<file path="src/hdl/okt_pkg.sv">
// Shared constants, operation and status codes, and cell interface types
// for the ordered key table. No dependencies.
`default_nettype none
package okt_pkg;

  localparam int DEPTH = 64;
  localparam int KEY_W = 31;
  localparam int ID_W  = 16;
  localparam int CNT_W = $clog2(DEPTH + 1);

  localparam logic [2:0] OP_ADD  = 3'd0;
  localparam logic [2:0] OP_REM  = 3'd1;
  localparam logic [2:0] OP_NEAR = 3'd2;
  localparam logic [2:0] OP_MIN  = 3'd3;
  localparam logic [2:0] OP_MAX  = 3'd4;

  localparam logic [2:0] ST_OK      = 3'd0;
  localparam logic [2:0] ST_NO_ID   = 3'd1;
  localparam logic [2:0] ST_NEG_KEY = 3'd2;
  localparam logic [2:0] ST_EMPTY   = 3'd3;
  localparam logic [2:0] ST_FULL    = 3'd4;

  typedef enum logic [1:0] {
    CMD_HOLD = 2'd0,
    CMD_INS  = 2'd1,
    CMD_DEL  = 2'd2
  } cell_cmd_t;

  typedef struct packed {
    cell_cmd_t           cmd;
    logic [KEY_W-1:0]    key;
    logic [ID_W-1:0]     id;
    logic                neg;
    logic [KEY_W-1:0]    chosen;
  } bcast_t;

  typedef struct packed {
    logic ins;
    logic pre;
    logic ge;
    logic bnd;
    logic hit;
  } cell_flags_t;

endpackage
`default_nettype wire

</file>
<file path="src/hdl/okt_cell.sv">
// One cell of the sorted chain: holds a key and an id, compares them with the
// broadcast request, and shifts with its neighbors. Depends on okt_pkg.
`default_nettype none
module okt_cell (
  input  wire logic                        clk,
  input  wire okt_pkg::bcast_t             bc,
  input  wire logic                        occ,
  input  wire logic                        left_occ,
  input  wire logic [okt_pkg::KEY_W-1:0]   left_key,
  input  wire logic [okt_pkg::ID_W-1:0]    left_id,
  input  wire okt_pkg::cell_flags_t        left_fl,
  input  wire logic [okt_pkg::KEY_W-1:0]   right_key,
  input  wire logic [okt_pkg::ID_W-1:0]    right_id,
  output logic [okt_pkg::KEY_W-1:0]        key,
  output logic [okt_pkg::ID_W-1:0]         id,
  output okt_pkg::cell_flags_t             fl
);

  logic [okt_pkg::KEY_W-1:0] key_r, key_nxt;
  logic [okt_pkg::ID_W-1:0]  id_r, id_nxt;
  logic                      match;
  logic                      head;

  always_comb begin
    match  = occ && !bc.neg && (key_r == bc.key) && (id_r == bc.id);
    head   = occ && (!left_occ || (left_key != key_r));
    fl.ins = !occ || (key_r > bc.key);
    fl.pre = match || left_fl.pre;
    fl.ge  = occ && (bc.neg || (key_r >= bc.key));
    fl.bnd = fl.ge && !left_fl.ge;
    fl.hit = head && (key_r == bc.chosen);
  end

  always_comb begin
    key_nxt = key_r;
    id_nxt  = id_r;
    case (bc.cmd)
      okt_pkg::CMD_INS: begin
        if (fl.ins) begin
          if (left_fl.ins) begin
            key_nxt = left_key;
            id_nxt  = left_id;
          end else begin
            key_nxt = bc.key;
            id_nxt  = bc.id;
          end
        end
      end
      okt_pkg::CMD_DEL: begin
        if (fl.pre) begin
          key_nxt = right_key;
          id_nxt  = right_id;
        end
      end
      default: begin
        key_nxt = key_r;
        id_nxt  = id_r;
      end
    endcase
  end

  always_ff @(posedge clk) begin
    key_r <= key_nxt;
    id_r  <= id_nxt;
  end

  assign key = key_r;
  assign id  = id_r;

endmodule
`default_nettype wire

</file>
<file path="config.mk">
export PLATFORM = sky130hd
export DESIGN_NAME = okt_cell
export DESIGN_NICKNAME = d
export VERILOG_FILES = /design/src/hdl/okt_pkg.sv /design/src/hdl/okt_cell.sv
export SDC_FILE = /design/constraint.sdc
export NUM_CORES = 1
export LEC_CHECK = 0
export BUFFER_PORTS_ARGS = -buffer_cell sky130_fd_sc_hd__buf_4
export CORE_MARGIN = 3
export CORE_UTILIZATION = 45
export CTS_CLUSTER_DIAMETER = 150
export DETAILED_ROUTE_END_ITERATION = 6
export PLACE_DENSITY = 0.82
export SLEW_MARGIN = 30
export SYNTH_ARGS = -nofsm -noshare
export SYNTH_HDL_FRONTEND = slang
export SYNTH_SLANG_ARGS = --single-unit
</file>
<file path="constraint.sdc">
create_clock -name clk -period 3.5 [get_ports clk]
set_input_delay 0.525 -clock clk [delete_from_list [all_inputs] [get_ports clk]]
set_output_delay 0.525 -clock clk [all_outputs]
set_load 0.01 [all_outputs]
</file>
==> summary.md <==
| Metric | Value |
|---|---|
| Outcome | `completed` |
| Antenna diodes | `0` |
| Top sig layer | `met4` |
| Pwr/cell area | `303 mW/mm2` |
| Iteration-0 DRC Markers | `around 180` |
| Synthesized area | `0.00412 mm2` |
| CTS tree | `built` |
| # hold bufs at CTS | `0` |
| HPWL after detailed placement | `around 12,000 um` |
| WHS | `0.499 ns` |
| CP Max Fanout | `4` |
| Register clock-pin slew on the reported worst setup and hold paths | `0.09 ns` |
| Syn nets | `~650` |
| Pin count of the biggest net entering global routing | `just over 70` |
| Commonest non-fill, non-tap cells in the layout | `235 x buf_4, 77 x xnor2_1, 54 x nand2_1` |
| Unique cell type count in the Yosys netlist | `36` |
| Final setup TNS | `0 ns` |
| P_leak | `2.74 nW` |
| Worst IR drop on VDD | `0.195 mV` |
| Post-Place Cells | `762` |
| CP Launch Type | `flip-flop` |
| Area of the multi-input gates | `0.00253 mm2` |
| WL met1 | `5380 um` |
| Arrival time at the worst endpoint | `2.42 ns` |
| Worst Tran Pin Value | `0.862 ns` |
| Total track usage | `0.268` |
| RePlAce Congestion | `0.874` |
| Core box area | `0.00881 mm2` |
| Crit end category | `primary output` |
| Met3 Wirelength | `1450 um` |
| Slew headroom | `0.425` |
| Number of gates resized after CTS | `0` |
| Max_cap viols | `0` |
| Yosys Warn Count | `0` |
| Min-Delay Path Class | `input port to flip-flop` |
| Final hold violations | `0` |
| Minimum clock period after layout | `2.95 ns` |
| Critical Setup Path Class | `flip-flop to primary output` |
| CTS Sinks | `47` |
| Tcrit/Tclk final | `0.842` |
| CTS root buf | `clkbuf_8` |
| Number of synthesized register bits | `47` |
| Post-DRT Antenna Nets | `0` |
| P&R area growth vs syn | `47.6%` |
| Worst-Skew Late Latency | `~0.3 ns` |
| Number of global-route vias before repair | `between 4,000 and 5,000` |
| Clock buffer count from CTS | `5` |
| Critical Path RT | `2.97 ns` |
| Synthesized instance count | `433` |
| Vias/cell | `5.47` |
| Number of synthesized flops with an enable pin | `47` |
| Die area | `0.0103 mm2` |
| Initial antenna violation count | `0` |
| Initial Util | `0.468` |
| Ys async rst share | `0` |
| PortBufs | `232` |
| Peak Freq | `0.340 GHz` |
| Residual overflow from global routing | `0` |
| Final Slew Violations | `0` |
| H-tree depth | `2` |
| Layout net count | `875` |
| Layout cells sized above 1 | `0.377` |
| Final setup violation count | `0` |
| Routed WL per cell | `18.6 um` |
| Top FF cell, synth | `edfxtp_1` |
| Chip height | `102 um` |
| Commonest non-fill, non-tap cell in the layout | `buf_4` |
| Fin cells | `769` |
| RSZ-0062 raised after global routing | `no` |
| Drc violations | `0` |
| Clock Skew | `0.00481 ns` |
| DR pass1 iterations | `5` |
| Fillers | `698` |
| Final wirelength | `14,300 um` |
| Final Util | `0.690` |
| Tot Pwr | `approximately 1.8 mW` |
| Vias | `4,210` |
| Avg Inst Size Synth | `9.51 um2` |
| FF/Latch Area | `~0.0014 mm2` |
| Metal2 WL | `7100 um` |
| Post-CTS setup buffer count | `0` |
| First-pass GRT wire length | `about 21,000 um` |
| IO Count | `about 240` |
| Die X | `102 um` |
| Number of cell rows | `34` |
| Seq/Total Area, Yosys | `0.343` |
| Clock Path Buffers | `2` |
[cell usage after synthesis, types with 5 or more instances]
master / count / area (um2)
xnor2_1: 77 / 674
nand2_1: 54 / 203
edfxtp_1: 47 / 1410
mux2i_1: 47 / 470
o21ai_1: 32 / 160
ha_1: 31 / 388
inv_1: 31 / 116
nand4_1: 26 / 163
o21ai_0: 21 / 105
a21oi_1: 16 / 80.1
buf_2: 7 / 35.0
nor4_1: 6 / 37.5
clkbuf_1: 5 / 18.8
[final cells by class]
| type | instances | share of cell area |
|---|---|---|
| well taps | 108 | 0.0222 |
| clock buffers | 6 | 0.0119 |
| flip-flops and latches | 47 | 0.232 |
| repair buffers | 236 | 0.294 |
| inverters | 31 | 0.0192 |
| clock inverters | 1 | 0.00494 |
| multi-input cells | 340 | 0.416 |
[worst max-delay path: stages, from the launching register on]
cell and delay [ns]:
edfxtp_1 0.48, ha_1 0.33, a211oi_1 0.22, nor2_1 0.10, o31ai_1 0.26, nand4_1 0.17, o22ai_1 0.28, a21boi_1 0.12
buf_4 0.17
[through the flow]
step	setup slack (ns)	area [um2]
final	0.555	6080
after global routing	0.375	6080
after CTS	0.581	6080
after detailed placement	0.744	5970
after floorplan	0.270	4120
after global placement	0.805	5970
[sequential cells by signal, indices dropped and copies added, names as in the netlist]
| register | cells |
|---|---|
| key | 31 |
| id | 16 |
[worst paths after layout]
path / start / end / slack, ns / cells past startpoint
worst max-delay path: key[4] / fl[2] / 0.55 / 8
worst min-delay path: right_id[6] / id[6] / 0.50 / 3
worst max register to register: key[5] / id[3] / 0.89 / 8
worst min register to register: id[3] / key[22] / 1.44 / 6
[metal layers]
layer,up-vias,track usage
li1,2007,-
met1,1953,0.314
met2,226,0.491
met3,24,0.0558
met4,0,0.0736
met5,-,0
[cell families after synthesis]
family,synth area share
AND/OR/NAND/NOR,0.126
AO/OA/AOI/OAI,0.111
XOR/XNOR,0.166
multiplexers,0.114
flip-flops,0.343
buffers and inverters,0.0459
adder cells (fa/ha/maj),0.0942
[report_power, final]
part	switching, mW	internal (mW)	total [mW]
registers	0.0641	0.692	0.756
logic	0.319	0.371	0.690
clock network	0.188	0.210	0.398
total	0.571	1.27	1.84
Power figures use the tool's default switching activity.
